==> config.mk <==
export PLATFORM = sky130hd
export DESIGN_NAME = modbus_poll_frame_checker_core
export DESIGN_NICKNAME = d
export VERILOG_FILES = /design/src/mbpfc_pkg.sv /design/src/mbpfc_queue.sv /design/src/mbpfc_front.sv /design/src/mbpfc_back.sv /design/src/modbus_poll_frame_checker_core.sv
export SDC_FILE = /design/constraint.sdc
export NUM_CORES = 1
export LEC_CHECK = 0
export ABC_AREA = 1
export BUFFER_PORTS_ARGS = -buffer_cell sky130_fd_sc_hd__buf_2
export CAP_MARGIN = 10
export CORE_ASPECT_RATIO = 1.1
export CORE_UTILIZATION = 40
export DETAILED_ROUTE_END_ITERATION = 10
export PLACE_DENSITY = 0.67
export SYNTH_ARGS = -nofsm -noshare
export SYNTH_HDL_FRONTEND = slang
export SYNTH_HIERARCHICAL = 1
export SYNTH_SLANG_ARGS = --single-unit
==> constraint.sdc <==
create_clock -name clock -period 4.2 [get_ports clock]
set_clock_uncertainty 0.2 [all_clocks]
set_input_delay 0.84 -clock clock [delete_from_list [all_inputs] [get_ports clock]]
set_output_delay 0.84 -clock clock [all_outputs]
set_load 0.01 [all_outputs]
==> src/mbpfc_pkg.sv <==
// Shared types, constants and CRC/request helpers for the Modbus poll frame checker.
// Depends on nothing; every module of the block imports it.
package mbpfc_pkg;

   // Frame store geometry
   localparam int MAX_FRAME   = 32;
   localparam int MIN_FRAME   = 5;
   localparam int IDX_W       = $clog2(MAX_FRAME);
   localparam int LEN_W       = $clog2(MAX_FRAME + 1);
   localparam int EMIT_W      = $clog2(MAX_FRAME + 3);
   localparam int CFG_LEN_W   = 6;
   localparam int BYTE_W      = 8;
   localparam int QUEUE_DEPTH = 2;
   localparam int QPTR_W      = $clog2(QUEUE_DEPTH);
   localparam int QCNT_W      = $clog2(QUEUE_DEPTH + 1);

   // CRC-16, reflected
   localparam logic [15:0] CRC_INIT = 16'hFFFF;
   localparam logic [15:0] CRC_POLY = 16'hA001;

   // Response frame checks
   localparam logic [7:0] FC_READ  = 8'h03;
   localparam logic [7:0] FC_WRITE = 8'h06;
   localparam logic [7:0] BC_MEAS  = 8'h04;
   localparam logic [7:0] BC_THR   = 8'h02;
   localparam logic [IDX_W-1:0] POS_FUNC  = IDX_W'(1);
   localparam logic [IDX_W-1:0] POS_COUNT = IDX_W'(2);

   // Host framing bytes
   localparam logic [7:0] HOST_HDR0    = 8'h55;
   localparam logic [7:0] HOST_HDR1    = 8'hAA;
   localparam logic [7:0] HOST_TRAILER = 8'hDD;

   // Request contents
   localparam logic [7:0] REG_MEAS  = 8'hA4;
   localparam logic [7:0] REG_THR   = 8'h9E;
   localparam logic [7:0] REG_TIME  = 8'h12;
   localparam logic [7:0] CNT_TWO   = 8'h02;
   localparam logic [7:0] CNT_ONE   = 8'h01;
   localparam int         REQ_LEN   = 8;
   localparam int         REQ_BODY  = 6;

   // Request / frame kinds
   localparam logic [1:0] KIND_MEAS = 2'd0;
   localparam logic [1:0] KIND_THR  = 2'd1;
   localparam logic [1:0] KIND_TIME = 2'd2;
   localparam logic [1:0] KIND_NONE = 2'd3;
   localparam logic [1:0] KIND_OUT  = 2'd2;

   // Result destinations
   localparam logic DEST_BUS  = 1'b0;
   localparam logic DEST_HOST = 1'b1;

   // Input item types
   localparam logic TYPE_RX   = 1'b0;
   localparam logic TYPE_SEND = 1'b1;

   // Register indexes (byte address bit 2)
   localparam logic REG_FRAME_LENGTH   = 1'b0;
   localparam logic REG_DEVICE_ADDRESS = 1'b1;

   localparam logic [CFG_LEN_W-1:0] FRAME_LENGTH_RST   = CFG_LEN_W'(9);
   localparam logic [7:0]           DEVICE_ADDRESS_RST = 8'h01;

   // Job handed from front to back
   typedef struct packed {
      logic             is_frame;
      logic [1:0]       kind;
      logic [7:0]       dev_addr;
      logic [LEN_W-1:0] len;
      logic [15:0]      crc;
   } job_type;

   // Frame store write port
   typedef struct packed {
      logic             en;
      logic [IDX_W-1:0] addr;
      logic [7:0]       data;
   } store_wr_type;

   // One byte through the CRC, bit by bit
   function automatic logic [15:0] crc_byte(input logic [15:0] crc_i, input logic [7:0] b);
      logic [15:0] c;
      c = crc_i ^ {8'h00, b};
      for (int k = 0; k < 8; k++) begin
         c = c[0] ? ((c >> 1) ^ CRC_POLY) : (c >> 1);
      end
      return c;
   endfunction

   // Body byte of a poll request (positions before the CRC)
   function automatic logic [7:0] req_byte(input logic [1:0] kind, input logic [7:0] dev,
                                           input logic [2:0] pos);
      logic [7:0] b;
      case (pos)
         3'd0: b = dev;
         3'd1: b = (kind == KIND_TIME) ? FC_WRITE : FC_READ;
         3'd3: begin
            case (kind)
               KIND_MEAS: b = REG_MEAS;
               KIND_THR:  b = REG_THR;
               default:   b = REG_TIME;
            endcase
         end
         3'd5: b = (kind == KIND_MEAS) ? CNT_TWO : CNT_ONE;
         default: b = 8'h00;
      endcase
      return b;
   endfunction

endpackage

==> src/mbpfc_queue.sv <==
// Two-entry job queue between the receive front end and the output sequencer.
// Depends on mbpfc_pkg for the job type and depth.
module mbpfc_queue import mbpfc_pkg::*; (
   input  logic    clock,
   input  logic    reset,
   input  logic    push,
   input  job_type push_job,
   output logic    full,
   input  logic    pop,
   output logic    avail,
   output job_type pop_job
);

   job_type           entry_ff [QUEUE_DEPTH];
   logic [QPTR_W-1:0] wr_ptr_ff, wr_ptr_in;
   logic [QPTR_W-1:0] rd_ptr_ff, rd_ptr_in;
   logic [QCNT_W-1:0] count_ff, count_in;

   assign full    = (count_ff == QCNT_W'(QUEUE_DEPTH));
   assign avail   = (count_ff != '0);
   assign pop_job = entry_ff[rd_ptr_ff];

   // Pointer and fill count update
   always_comb begin
      wr_ptr_in = wr_ptr_ff;
      rd_ptr_in = rd_ptr_ff;
      count_in  = count_ff;
      if (push) begin
         wr_ptr_in = (wr_ptr_ff == QPTR_W'(QUEUE_DEPTH - 1)) ? '0 : wr_ptr_ff + 1'b1;
      end
      if (pop) begin
         rd_ptr_in = (rd_ptr_ff == QPTR_W'(QUEUE_DEPTH - 1)) ? '0 : rd_ptr_ff + 1'b1;
      end
      if (push && !pop) begin
         count_in = count_ff + 1'b1;
      end else if (pop && !push) begin
         count_in = count_ff - 1'b1;
      end
   end

   always_ff @(posedge clock) begin
      if (reset) begin
         wr_ptr_ff <= '0;
         rd_ptr_ff <= '0;
         count_ff  <= '0;
      end else begin
         wr_ptr_ff <= wr_ptr_in;
         rd_ptr_ff <= rd_ptr_in;
         count_ff  <= count_in;
      end
   end

   // Entries need no reset
   always_ff @(posedge clock) begin
      if (push) begin
         entry_ff[wr_ptr_ff] <= push_job;
      end
   end

endmodule

==> src/mbpfc_front.sv <==
// Receive front end: takes requests, writes bus bytes to the frame store, runs the CRC
// and queues send and frame-check jobs. Depends on mbpfc_pkg.
module mbpfc_front import mbpfc_pkg::*; (
   input  logic                 clock,
   input  logic                 reset,
   input  logic                 req_tvalid,
   output logic                 req_tready,
   input  logic [15:0]          req_tdata,   // [7:0] rx_byte, [9:8] request_kind, rest zero
   input  logic [0:0]           req_tuser,   // [0] req_type
   input  logic [CFG_LEN_W-1:0] frame_length,
   input  logic [7:0]           device_address,
   input  logic                 frame_done,
   input  logic                 q_full,
   output logic                 q_push,
   output job_type              q_job,
   output store_wr_type         store_wr
);

   logic [IDX_W-1:0] byte_index_ff, byte_index_in;
   logic [15:0]      crc_ff, crc_in;
   logic             busy_ff, busy_in;

   logic             accept;
   logic [7:0]       rx;
   logic [1:0]       kind;
   logic [LEN_W-1:0] len;
   logic [LEN_W-1:0] idx_ext;
   logic [15:0]      crc_next;
   logic             complete;

   assign rx         = req_tdata[7:0];
   assign kind       = req_tdata[9:8];
   assign req_tready = !busy_ff && !q_full;
   assign accept     = req_tvalid && req_tready;
   assign idx_ext    = LEN_W'(byte_index_ff);

   // Clamp the configured length into the store's range
   always_comb begin
      if (frame_length < CFG_LEN_W'(MIN_FRAME)) begin
         len = LEN_W'(MIN_FRAME);
      end else if (frame_length > CFG_LEN_W'(MAX_FRAME)) begin
         len = LEN_W'(MAX_FRAME);
      end else begin
         len = LEN_W'(frame_length);
      end
   end

   // CRC covers all but the last two bytes
   assign crc_next = (idx_ext < len - LEN_W'(2)) ? crc_byte(crc_ff, rx) : crc_ff;
   assign complete = (idx_ext + LEN_W'(1)) >= len;

   // Request classification
   always_comb begin
      byte_index_in = byte_index_ff;
      crc_in        = crc_ff;
      busy_in       = busy_ff;
      q_push        = 1'b0;
      q_job         = '{is_frame: 1'b0, kind: kind, dev_addr: device_address,
                        len: len, crc: crc_next};
      store_wr      = '{en: 1'b0, addr: byte_index_ff, data: rx};
      if (frame_done) begin
         busy_in = 1'b0;
      end
      if (accept) begin
         if (req_tuser[0] == TYPE_SEND) begin
            q_push = (kind != KIND_NONE);
         end else begin
            store_wr.en = 1'b1;
            if (complete) begin
               q_push         = 1'b1;
               q_job.is_frame = 1'b1;
               busy_in        = 1'b1;
               byte_index_in  = '0;
               crc_in         = CRC_INIT;
            end else begin
               byte_index_in = byte_index_ff + 1'b1;
               crc_in        = crc_next;
            end
         end
      end
   end

   always_ff @(posedge clock) begin
      if (reset) begin
         byte_index_ff <= '0;
         crc_ff        <= CRC_INIT;
         busy_ff       <= 1'b0;
      end else begin
         byte_index_ff <= byte_index_in;
         crc_ff        <= crc_in;
         busy_ff       <= busy_in;
      end
   end

endmodule

==> src/mbpfc_back.sv <==
// Output sequencer: owns the frame store, builds poll requests with CRC, checks a
// completed frame and forwards it to the host. Depends on mbpfc_pkg.
module mbpfc_back import mbpfc_pkg::*; (
   input  logic         clock,
   input  logic         reset,
   input  store_wr_type store_wr,
   input  logic         q_avail,
   input  job_type      q_job,
   output logic         q_pop,
   output logic         frame_done,
   output logic         rsp_tvalid,
   input  logic         rsp_tready,
   output logic [7:0]   rsp_tdata,   // [7:0] out_byte
   output logic [2:0]   rsp_tuser,   // [0] out_dest, [2:1] frame_kind
   output logic         rsp_tlast    // last_byte
);

   localparam logic [1:0] ST_IDLE = 2'd0;
   localparam logic [1:0] ST_SEND = 2'd1;
   localparam logic [1:0] ST_CHK  = 2'd2;
   localparam logic [1:0] ST_EMIT = 2'd3;

   logic [7:0]        store_mem [MAX_FRAME];
   logic [7:0]        rd_data_ff;
   logic [IDX_W-1:0]  rd_addr;

   logic [1:0]        state_ff, state_in;
   job_type           job_ff, job_in;
   logic [2:0]        pos_ff, pos_in;
   logic [15:0]       crc_ff, crc_in;
   logic [2:0]        chk_ff, chk_in;
   logic [7:0]        crc_lo_ff, crc_lo_in;
   logic [7:0]        crc_hi_ff, crc_hi_in;
   logic [7:0]        func_ff, func_in;
   logic [1:0]        fkind_ff, fkind_in;
   logic [EMIT_W-1:0] emit_ff, emit_in;
   logic              fresh_ff, fresh_in;

   logic              out_valid_ff, out_valid_in;
   logic [7:0]        out_byte_ff, out_byte_in;
   logic              out_dest_ff, out_dest_in;
   logic [1:0]        out_kind_ff, out_kind_in;
   logic              out_last_ff, out_last_in;

   logic              load_ok;
   logic [7:0]        req_b;
   logic [EMIT_W-1:0] emit_end;

   assign rsp_tvalid = out_valid_ff;
   assign rsp_tdata  = out_byte_ff;
   assign rsp_tuser  = {out_kind_ff, out_dest_ff};
   assign rsp_tlast  = out_last_ff;

   assign load_ok  = !out_valid_ff || rsp_tready;
   assign req_b    = req_byte(job_ff.kind, job_ff.dev_addr, pos_ff);
   assign emit_end = EMIT_W'(job_ff.len) + EMIT_W'(2);

   // Store read address: check reads first, then the forwarded bytes
   always_comb begin
      if (state_ff == ST_CHK) begin
         case (chk_ff)
            3'd0:    rd_addr = IDX_W'(job_ff.len - LEN_W'(2));
            3'd1:    rd_addr = IDX_W'(job_ff.len - LEN_W'(1));
            3'd2:    rd_addr = POS_FUNC;
            default: rd_addr = POS_COUNT;
         endcase
      end else begin
         rd_addr = IDX_W'(emit_ff - EMIT_W'(2));
      end
   end

   // Frame store, registered read
   always_ff @(posedge clock) begin
      if (store_wr.en) begin
         store_mem[store_wr.addr] <= store_wr.data;
      end
      rd_data_ff <= store_mem[rd_addr];
   end

   // Sequencer
   always_comb begin
      state_in     = state_ff;
      job_in       = job_ff;
      pos_in       = pos_ff;
      crc_in       = crc_ff;
      chk_in       = chk_ff;
      crc_lo_in    = crc_lo_ff;
      crc_hi_in    = crc_hi_ff;
      func_in      = func_ff;
      fkind_in     = fkind_ff;
      emit_in      = emit_ff;
      fresh_in     = 1'b1;
      q_pop        = 1'b0;
      frame_done   = 1'b0;
      out_valid_in = out_valid_ff && !rsp_tready;
      out_byte_in  = out_byte_ff;
      out_dest_in  = out_dest_ff;
      out_kind_in  = out_kind_ff;
      out_last_in  = out_last_ff;

      case (state_ff)
         ST_IDLE: begin
            if (q_avail) begin
               q_pop  = 1'b1;
               job_in = q_job;
               pos_in = '0;
               crc_in = CRC_INIT;
               chk_in = '0;
               state_in = q_job.is_frame ? ST_CHK : ST_SEND;
            end
         end

         // Poll request: six body bytes through the CRC, then CRC low, high
         ST_SEND: begin
            if (load_ok) begin
               out_valid_in = 1'b1;
               out_dest_in  = DEST_BUS;
               out_kind_in  = KIND_OUT;
               out_last_in  = (pos_ff == 3'(REQ_LEN - 1));
               if (pos_ff < 3'(REQ_BODY)) begin
                  out_byte_in = req_b;
                  crc_in      = crc_byte(crc_ff, req_b);
               end else if (pos_ff == 3'(REQ_BODY)) begin
                  out_byte_in = crc_ff[7:0];
               end else begin
                  out_byte_in = crc_ff[15:8];
               end
               pos_in = pos_ff + 1'b1;
               if (pos_ff == 3'(REQ_LEN - 1)) begin
                  state_in = ST_IDLE;
               end
            end
         end

         // Read CRC bytes, function code and byte count, then decide
         ST_CHK: begin
            chk_in = chk_ff + 1'b1;
            case (chk_ff)
               3'd1: crc_lo_in = rd_data_ff;
               3'd2: crc_hi_in = rd_data_ff;
               3'd3: func_in   = rd_data_ff;
               3'd4: begin
                  if ({crc_hi_ff, crc_lo_ff} == job_ff.crc && func_ff == FC_READ &&
                      (rd_data_ff inside {BC_MEAS, BC_THR})) begin
                     fkind_in = (rd_data_ff == BC_MEAS) ? KIND_MEAS : KIND_THR;
                     emit_in  = '0;
                     fresh_in = 1'b0;
                     state_in = ST_EMIT;
                  end else begin
                     frame_done = 1'b1;
                     state_in   = ST_IDLE;
                  end
               end
               default: ;
            endcase
         end

         // Header, stored bytes, trailer
         ST_EMIT: begin
            if (load_ok && (emit_ff < EMIT_W'(2) || emit_ff == emit_end || fresh_ff)) begin
               out_valid_in = 1'b1;
               out_dest_in  = DEST_HOST;
               out_kind_in  = fkind_ff;
               out_last_in  = (emit_ff == emit_end);
               if (emit_ff == '0) begin
                  out_byte_in = HOST_HDR0;
               end else if (emit_ff == EMIT_W'(1)) begin
                  out_byte_in = HOST_HDR1;
               end else if (emit_ff == emit_end) begin
                  out_byte_in = HOST_TRAILER;
               end else begin
                  out_byte_in = rd_data_ff;
               end
               emit_in  = emit_ff + 1'b1;
               fresh_in = 1'b0;
               if (emit_ff == emit_end) begin
                  frame_done = 1'b1;
                  state_in   = ST_IDLE;
               end
            end
         end

         default: state_in = ST_IDLE;
      endcase
   end

   always_ff @(posedge clock) begin
      if (reset) begin
         state_ff     <= ST_IDLE;
         out_valid_ff <= 1'b0;
         fresh_ff     <= 1'b0;
      end else begin
         state_ff     <= state_in;
         out_valid_ff <= out_valid_in;
         fresh_ff     <= fresh_in;
      end
   end

   // Payload and work registers
   always_ff @(posedge clock) begin
      job_ff      <= job_in;
      pos_ff      <= pos_in;
      crc_ff      <= crc_in;
      chk_ff      <= chk_in;
      crc_lo_ff   <= crc_lo_in;
      crc_hi_ff   <= crc_hi_in;
      func_ff     <= func_in;
      fkind_ff    <= fkind_in;
      emit_ff     <= emit_in;
      out_byte_ff <= out_byte_in;
      out_dest_ff <= out_dest_in;
      out_kind_ff <= out_kind_in;
      out_last_ff <= out_last_in;
   end

endmodule

==> src/modbus_poll_frame_checker_core.sv <==
// Top level of the Modbus RTU poll frame checker: register port, front end, job queue
// and output sequencer. Depends on mbpfc_pkg, mbpfc_front, mbpfc_queue, mbpfc_back.
//
//   Channel   Direction  Handshake              Carries
//   req_*     in         tvalid/tready          bus byte or send request (tuser = type)
//   rsp_*     out        tvalid/tready, tlast   emitted byte, destination and kind
//   csr_*     in/out     APB psel/penable       frame_length @0x0, device_address @0x4
//
// A completed frame holds off requests while it is checked through store reads and, if
// valid, forwarded: header and trailer at one byte a cycle while the output takes them,
// stored bytes more slowly as each waits on the store's registered read. A poll request is
// 8 bytes at one a cycle while taken, its CRC computed a byte per cycle as it goes.
// Reset is synchronous; the frame store is not cleared. Either side may stall freely:
// the output register holds a byte until taken, the two-entry queue absorbs requests.
module modbus_poll_frame_checker_core import mbpfc_pkg::*; (
   input  logic        clock,
   input  logic        reset,
   input  logic        req_tvalid,
   output logic        req_tready,
   input  logic [15:0] req_tdata,   // [7:0] rx_byte, [9:8] request_kind, [15:10] zero
   input  logic [0:0]  req_tuser,   // [0] req_type
   output logic        rsp_tvalid,
   input  logic        rsp_tready,
   output logic [7:0]  rsp_tdata,   // [7:0] out_byte
   output logic [2:0]  rsp_tuser,   // [0] out_dest, [2:1] frame_kind
   output logic        rsp_tlast,   // last_byte
   input  logic        csr_psel,
   input  logic        csr_penable,
   input  logic        csr_pwrite,
   input  logic [2:0]  csr_paddr,
   input  logic [31:0] csr_pwdata,
   output logic [31:0] csr_prdata,
   output logic        csr_pready
);

   logic [CFG_LEN_W-1:0] frame_length_ff, frame_length_in;
   logic [7:0]           device_address_ff, device_address_in;
   logic                 csr_write;

   logic         q_push, q_full, q_pop, q_avail;
   job_type      push_job, pop_job;
   store_wr_type store_wr;
   logic         frame_done;

   // Register port
   assign csr_pready = 1'b1;
   assign csr_write  = csr_psel && csr_penable && csr_pwrite;

   always_comb begin
      frame_length_in   = frame_length_ff;
      device_address_in = device_address_ff;
      if (csr_write) begin
         case (csr_paddr[2])
            REG_FRAME_LENGTH:   frame_length_in   = csr_pwdata[CFG_LEN_W-1:0];
            REG_DEVICE_ADDRESS: device_address_in = csr_pwdata[7:0];
            default: ;
         endcase
      end
   end

   always_comb begin
      case (csr_paddr[2])
         REG_FRAME_LENGTH:   csr_prdata = 32'(frame_length_ff);
         REG_DEVICE_ADDRESS: csr_prdata = 32'(device_address_ff);
         default:            csr_prdata = '0;
      endcase
   end

   always_ff @(posedge clock) begin
      if (reset) begin
         frame_length_ff   <= FRAME_LENGTH_RST;
         device_address_ff <= DEVICE_ADDRESS_RST;
      end else begin
         frame_length_ff   <= frame_length_in;
         device_address_ff <= device_address_in;
      end
   end

   mbpfc_front u_front (
      .clock          (clock),
      .reset          (reset),
      .req_tvalid     (req_tvalid),
      .req_tready     (req_tready),
      .req_tdata      (req_tdata),
      .req_tuser      (req_tuser),
      .frame_length   (frame_length_ff),
      .device_address (device_address_ff),
      .frame_done     (frame_done),
      .q_full         (q_full),
      .q_push         (q_push),
      .q_job          (push_job),
      .store_wr       (store_wr)
   );

   mbpfc_queue u_queue (
      .clock    (clock),
      .reset    (reset),
      .push     (q_push),
      .push_job (push_job),
      .full     (q_full),
      .pop      (q_pop),
      .avail    (q_avail),
      .pop_job  (pop_job)
   );

   mbpfc_back u_back (
      .clock      (clock),
      .reset      (reset),
      .store_wr   (store_wr),
      .q_avail    (q_avail),
      .q_job      (pop_job),
      .q_pop      (q_pop),
      .frame_done (frame_done),
      .rsp_tvalid (rsp_tvalid),
      .rsp_tready (rsp_tready),
      .rsp_tdata  (rsp_tdata),
      .rsp_tuser  (rsp_tuser),
      .rsp_tlast  (rsp_tlast)
   );

endmodule
==> results of run 1 <==
-- routing by layer --
layer | vias up | GRT usage | wire (microns)
li1 | 6999 | - | -
met1 | 6768 | 0.220 | 20300
met2 | 378 | 0.288 | 22500
met3 | 86 | 0.0165 | 2140
met4 | 0 | 0.0640 | 1420
met5 | - | 0 | 0
-- through the flow --
step,instance area (sq um),hold slack (ns)
3_5_place_dp,22900,0.271
4_1_cts,24400,0.277
6_report,24400,0.272
5_1_grt,24400,0.285
2_1_floorplan,22000,0.243
3_3_place_gp,22900,0.261
-- worst paths after layout --
check | from | to
hold reg to reg | u_front/busy_ff | u_front/busy_ff
hold / removal | u_front/busy_ff | u_front/busy_ff
setup / recovery | frame_length_ff[5] | u_queue/entry_ff[0][4]
setup reg to reg | frame_length_ff[5] | u_queue/entry_ff[0][4]
-- power groups by stage --
| stage | registers (W) | clock network (W) | logic (W) |
|---|---|---|---|
| final | 0.00623 | 0.00415 | 0.00500 |
| after global placement | 0.00631 | 0 | 0.00485 |
| after CTS | 0.00623 | 0.00423 | 0.00498 |
| after detailed placement | 0.00633 | 0 | 0.00496 |
| after floorplan | 0.00614 | 0 | 0.00375 |
| after global routing | 0.00628 | 0.00439 | 0.00559 |
-- layout make-up --
class	instances	area, sq um
Timing Repair Buffer	104	698
Sequential cell	472	13600
Inverter	272	1030
Multi-Input combinational cell	1192	6580
Fill cell	4953	29500
Clock buffer	52	1170
Clock inverter	29	342
Tap cell	728	911
-- placed cells by master (no fill, tap or decap), drive strengths merged, types with 2 or more instances in the layout --
| cell | count |
|---|---|
| clkinvlp | 2 |
| bufinv | 7 |
| a21oi | 50 |
| dfxtp | 53 |
| nand2 | 462 |
| nor3 | 8 |
| nor2 | 124 |
| nand3 | 202 |
| nor3b | 2 |
| o21ai | 46 |
| nand4 | 8 |
| xnor2 | 19 |
| buf | 104 |
| clkinv | 21 |
| clkbuf | 52 |
| or2 | 6 |
| edfxtp | 419 |
| a22oi | 2 |
| xor2 | 14 |
| o22ai | 5 |
| o32ai | 5 |
| ha | 34 |
| nor4 | 4 |
| o211ai | 132 |
| inv | 271 |
| conb | 25 |
| nand3b | 2 |
| mux2 | 33 |
-- logic make-up after synthesis --
| group | synth area share |
|---|---|
| AO/OA/AOI/OAI | 0.0780 |
| XOR/XNOR | 0.0132 |
| adder cells (fa/ha/maj) | 0.0194 |
| buffers and inverters | 0.0839 |
| flip-flops | 0.622 |
| multiplexers | 0.0221 |
| other | 0.000342 |
| AND/OR/NAND/NOR | 0.161 |
-- registers in the layout (all words and copies together), names as in the netlist, 3 cells and up, named ones only --
name                   flops
u_back/job_ff             32
device_address_ff          8
u_back/crc_hi_ff           8
u_back/rsp_tdata           8
u_back/store_mem         256
u_front/crc_ff            16
u_back/crc_ff             16
u_back/chk_ff              3
u_back/crc_lo_ff           8
u_back/func_ff             8
u_back/pos_ff              3
u_back/emit_ff             6
u_back/rd_data_ff          8
u_queue/entry_ff          66
u_front/byte_index_ff      5
frame_length_ff            6
-- worst max-delay path: stages (launching register included) --
cell and delay [ns]:
dfxtp_1 0.59, inv_2 0.09, o211ai_1 0.13, nand3_1 0.20
ha_1 0.34, inv_1 0.05, o41ai_1 0.67, nand2_1 0.20
o21ai_0 0.23, inv_1 0.10, nor2_2 0.09, buf_4 0.39
==> impl_metrics.json, run 1 <==
{
  "status": "completed",
  "netlist.area_leader.share": 0.573,
  "hpwl_microns": 30500,
  "io_pins": 106,
  "fin_ws_ns": 0.544,
  "maxSlewHeadroom": 0.291,
  "ir_drop_mv": 0.412,
  "ys_types": 55,
  "clock_power_share": 0.270,
  "cts_buffers": 44,
  "yosysSeqAreaShare": 0.622,
  "tightestPinTransition_ns": 1.06,
  "synth.largest_area_cell": "edfxtp_1",
  "routedWlPerCell_microns": 16.3,
  "rows": 89,
  "cts_tree": "done",
  "io_buffers": 48,
  "htreeDepth": 2,
  "grt_pass1_wl_microns": 73800,
  "grt_pass1_vias": 13809,
  "syn_inst": 2032,
  "gp_congestion": 0.908,
  "layout-drive-gt1-share": 0.128,
  "critPathCaptureType": "register",
  "netlist_area_sq_mm": 0.0219,
  "reg2reg_depth": 11,
  "maxCapViolCount": 0,
  "grt_max_degree": 65,
  "initial_core_util": 0.407,
  "p_leak_nw": 9.59,
  "start_kind": "register",
  "period_needed_ns": 3.66,
  "hp-class": "register to register",
  "die_h_microns": 248,
  "cts_resized": 0,
  "die_w_microns": 225,
  "ys.flop_type": "edfxtp_1",
  "antenna_left": 0,
  "synthArstFlopShare": 0,
  "root_buffer": "clkbuf_16",
  "p_comb_frac": 0.325,
  "crit_path_max_fanout": 33,
  "nets": 2179,
  "fin_cells": 2849,
  "area_delta_synth_final_pct": 11.1,
  "power_switching_w": 0.00552,
  "worstPathRequired_ns": 4.20,
  "gr-total-overflow": 0,
  "pwr-share-seq": 0.405,
  "grt_use_total": 0.168,
  "finalPower_w": 0.0154,
  "yosysMostFrequentCell": "nand2_1",
  "rsz0062_at_grt": "false",
  "reg2reg_slack_ns": 0.54,
  "vias": 14231,
  "remaining_drc_errors": 0,
  "num_antenna_cells": 0,
  "fmax_mhz": 274,
  "antenna_found_initial": 0,
  "coreArea_sq_mm": 0.0539,
  "synth.avg_cell_area_sq_um": 10.8,
  "worstPathArrival_ns": 3.66,
  "setup_viol_count_final": 0,
  "timing.final.crit_share": 0.870,
  "crit_type": "register to register",
  "drt-total-wl_microns": 46400,
  "finalSetupTns_ns": 0,
  "internal_power_w": 0.00986,
  "synth_area_leaders": "edfxtp_1, nand2_1, dfxtp_1",
  "drt_pass1_iterations": 5,
  "pre_cts_ws_ns": 0.586,
  "cts_hold_buf": 0,
  "hold_depth": 2,
  "viasPerCell": 5.00,
  "synthTopCellsByCount": "nand2_1, edfxtp_1, inv_1, nand3_1, o211ai_1",
  "postLayoutCoreUtil": 0.452,
  "p_sw_frac": 0.359,
  "power_density_mw_per_mm2": 631,
  "clkSinkCount": 472,
  "cts.clk_slew.worst_paths_ns": 0.07,
  "fp.dieArea_sq_mm": 0.0558,
  "yosys_warnings": 6,
  "hold_viol_final": 0,
  "synth_seq_cells": 472,
  "dp.cells": 2768,
  "finalMaxSlewViolations": 0,
  "cts_setup_buffers": 0,
  "synth-edff-count": 419,
  "clockBufferDepth": 3,
  "drtIter0Drc": 1113,
  "insertion_delay_ns": 0.56
}
Note: power is estimated with default switching activity, not from simulation.
==> run 2: changes to the inputs <==
--- a/config.mk
+++ b/config.mk
@@ -9,9 +9,10 @@
 export BUFFER_PORTS_ARGS = -buffer_cell sky130_fd_sc_hd__buf_2
 export CAP_MARGIN = 10
 export CORE_ASPECT_RATIO = 1.1
+export CORE_MARGIN = 3
 export CORE_UTILIZATION = 40
 export DETAILED_ROUTE_END_ITERATION = 10
-export PLACE_DENSITY = 0.67
+export PLACE_DENSITY = 0.56
 export SYNTH_ARGS = -nofsm -noshare
 export SYNTH_HDL_FRONTEND = slang
 export SYNTH_HIERARCHICAL = 1
==> run 2 against run 1 <==
Flip-flop and latch count unchanged. Combinational power about the same. Fmax increased by 4.0%. Clock power about the same. Count of clock-buffer cells in the layout increased by 6. Critical path depth unchanged. Setup slack improved by 0.14 ns. Global-route usage decreased by 0.27 points. Hold slack got worse by 0.011 ns. Via count decreased by 1.0%. Largest cell class unchanged.
==> impl_metrics.json, run 2 (same netlist as run 1, synthesis figures left out) <==
{
  "p_sw_frac": 0.362,
  "path_cells": "inv_2 -> o211ai_1 -> nand3_1 -> ha_1 -> inv_1 -> o41ai_1 -> nand2_1 -> o21ai_0 -> nand2_1 -> inv_1 -> buf_12",
  "period_needed_ns": 3.52,
  "regArea_sq_mm": 0.0136,
  "io_pins": 106,
  "hp-class": "primary input to register",
  "multi_input_area_sq_mm": 0.00658,
  "clock_power_share": 0.271,
  "maxSlewHeadroom": 0.263,
  "gr-total-overflow": 0,
  "clkSinkCount": 472,
  "insertion_delay_ns": 0.59,
  "grt_max_degree": 98,
  "worstPathArrival_ns": 3.60,
  "drtIter0Drc": 966,
  "die_h_microns": 252,
  "reg_top3": "u_back/store_mem: 256 flops, u_queue/entry_ff: 66 flops, u_back/job_ff: 32 flops",
  "grt_pass1_vias": 13457,
  "start_kind": "register",
  "final_common_cell": "nand2_1",
  "drt-total-wl_microns": 47800,
  "area_delta_synth_final_pct": 10.3,
  "pre_cts_ws_ns": 0.567,
  "worstPathBufferInverterCount": 4,
  "htreeDepth": 2,
  "cp_slowest_cell": "dfxtp_1",
  "finalSetupTns_ns": 0,
  "nets": 2155,
  "rsz0062_at_grt": "false",
  "antenna_found_initial": 1,
  "coreArea_sq_mm": 0.0539,
  "p_leak_nw": 9.45,
  "fp.dieArea_sq_mm": 0.0577,
  "gp_congestion": 0.880,
  "remaining_drc_errors": 0,
  "status": "completed",
  "maxCapViolCount": 0,
  "cts_buffers": 48,
  "pwr-share-seq": 0.406,
  "clockBufferDepth": 3,
  "power_switching_w": 0.00558,
  "tightestPinTransition_ns": 1.11,
  "cts_resized": 0,
  "viasPerCell": 4.98,
  "die_w_microns": 229,
  "hold_viol_final": 0,
  "critical-path-max-stage-delay_ns": 0.60,
  "layout_common_cells": "nand2_1, edfxtp_1, inv_1",
  "fillCellCount": 5007,
  "initial_core_util": 0.407,
  "path_delay_family": "compound AO/OA/AOI/OAI gates",
  "crit_type": "register to register",
  "root_buffer": "clkbuf_16",
  "cts_setup_buffers": 0,
  "regMostFlops": "u_back/store_mem",
  "ir_drop_mv": 0.343,
  "grt_pass1_wl_microns": 74900,
  "critPathCaptureType": "register",
  "layout-drive-gt1-share": 0.116,
  "grt_use_total": 0.165,
  "p_comb_frac": 0.324,
  "setup_viol_count_final": 0,
  "rows": 89,
  "hpwl_microns": 31700,
  "cts.clk_slew.worst_paths_ns": 0.06,
  "worstPathRequired_ns": 4.29,
  "finalMaxSlewViolations": 0,
  "power_density_mw_per_mm2": 636,
  "antenna_left": 0,
  "vias": 14088,
  "io_buffers": 48,
  "cts_hold_buf": 0,
  "timing.final.crit_share": 0.837,
  "largest_register_ff_count": 256,
  "cts_tree": "done",
  "fmax_mhz": 284,
  "internal_power_w": 0.00981,
  "routedWlPerCell_microns": 16.9,
  "drt_pass1_iterations": 6,
  "crit_path_max_fanout": 26,
  "fin_ws_ns": 0.685
}
run 2: cell types whose count changed in the layout (fill, tap and decap cells not counted), moves of 2 or more:
cell       delta
buf_4        -29
clkinv_1      +6
bufinv_16     -3
clkbuf_1      +3
clkbuf_16     +2
clkinv_4      -2
run 2: through the flow:
| stage | hold slack [ns] | total power (W) | util | cells | area (sq um) |
|---|---|---|---|---|---|
| floorplan | 0.243 | 0.00988 | - | 2055 | 22000 |
| global placement | 0.269 | 0.0112 | 0.421 | 2740 | 22700 |
| detailed placement | 0.278 | 0.0113 | 0.421 | 2740 | 22700 |
| CTS | 0.219 | 0.0155 | 0.449 | 2830 | 24200 |
| global route | 0.227 | 0.0163 | 0.449 | 2830 | 24200 |
| finish | 0.261 | 0.0154 | 0.449 | 2831 | 24200 |
run 2: metal layers:
layer / track usage / up-vias / routed length, microns
met5: 0 / - / 0
met4: 0.0576 / 0 / 1400
met3: 0.0250 / 85 / 2120
met2: 0.268 / 319 / 22200
met1: 0.228 / 6706 / 22100
li1: - / 6978 / -
run 2: cell type report:
type	count	share of cell area
diodes	1	0.000103
clock buffers	58	0.0516
clock inverters	32	0.0118
inverters	272	0.0425
multi-input cells	1192	0.272
flip-flops and latches	472	0.564
well taps	728	0.0376
repair buffers	76	0.0207
run 2: worst paths after layout:
path / from / endpoint / slack (ns) / cells past startpoint
worst min register to register: u_front/busy_ff / u_front/busy_ff / 0.28 / 2
worst max register to register: frame_length_ff[5] / u_queue/entry_ff[1][14] / 0.68 / 11
worst min-delay path: req_tdata[9] / u_queue/entry_ff[1][31] / 0.26 / 1
worst max-delay path: frame_length_ff[5] / u_queue/entry_ff[1][14] / 0.68 / 11
run 2: power groups by stage:
stage                     Sequential, W  Clock (W)  Combinational [W]
after floorplan                 0.00614          0            0.00375
after CTS                       0.00625    0.00428            0.00498
final                           0.00624    0.00416            0.00498
after global routing            0.00630    0.00445            0.00556
after global placement          0.00634          0            0.00489
after detailed placement        0.00635          0            0.00497
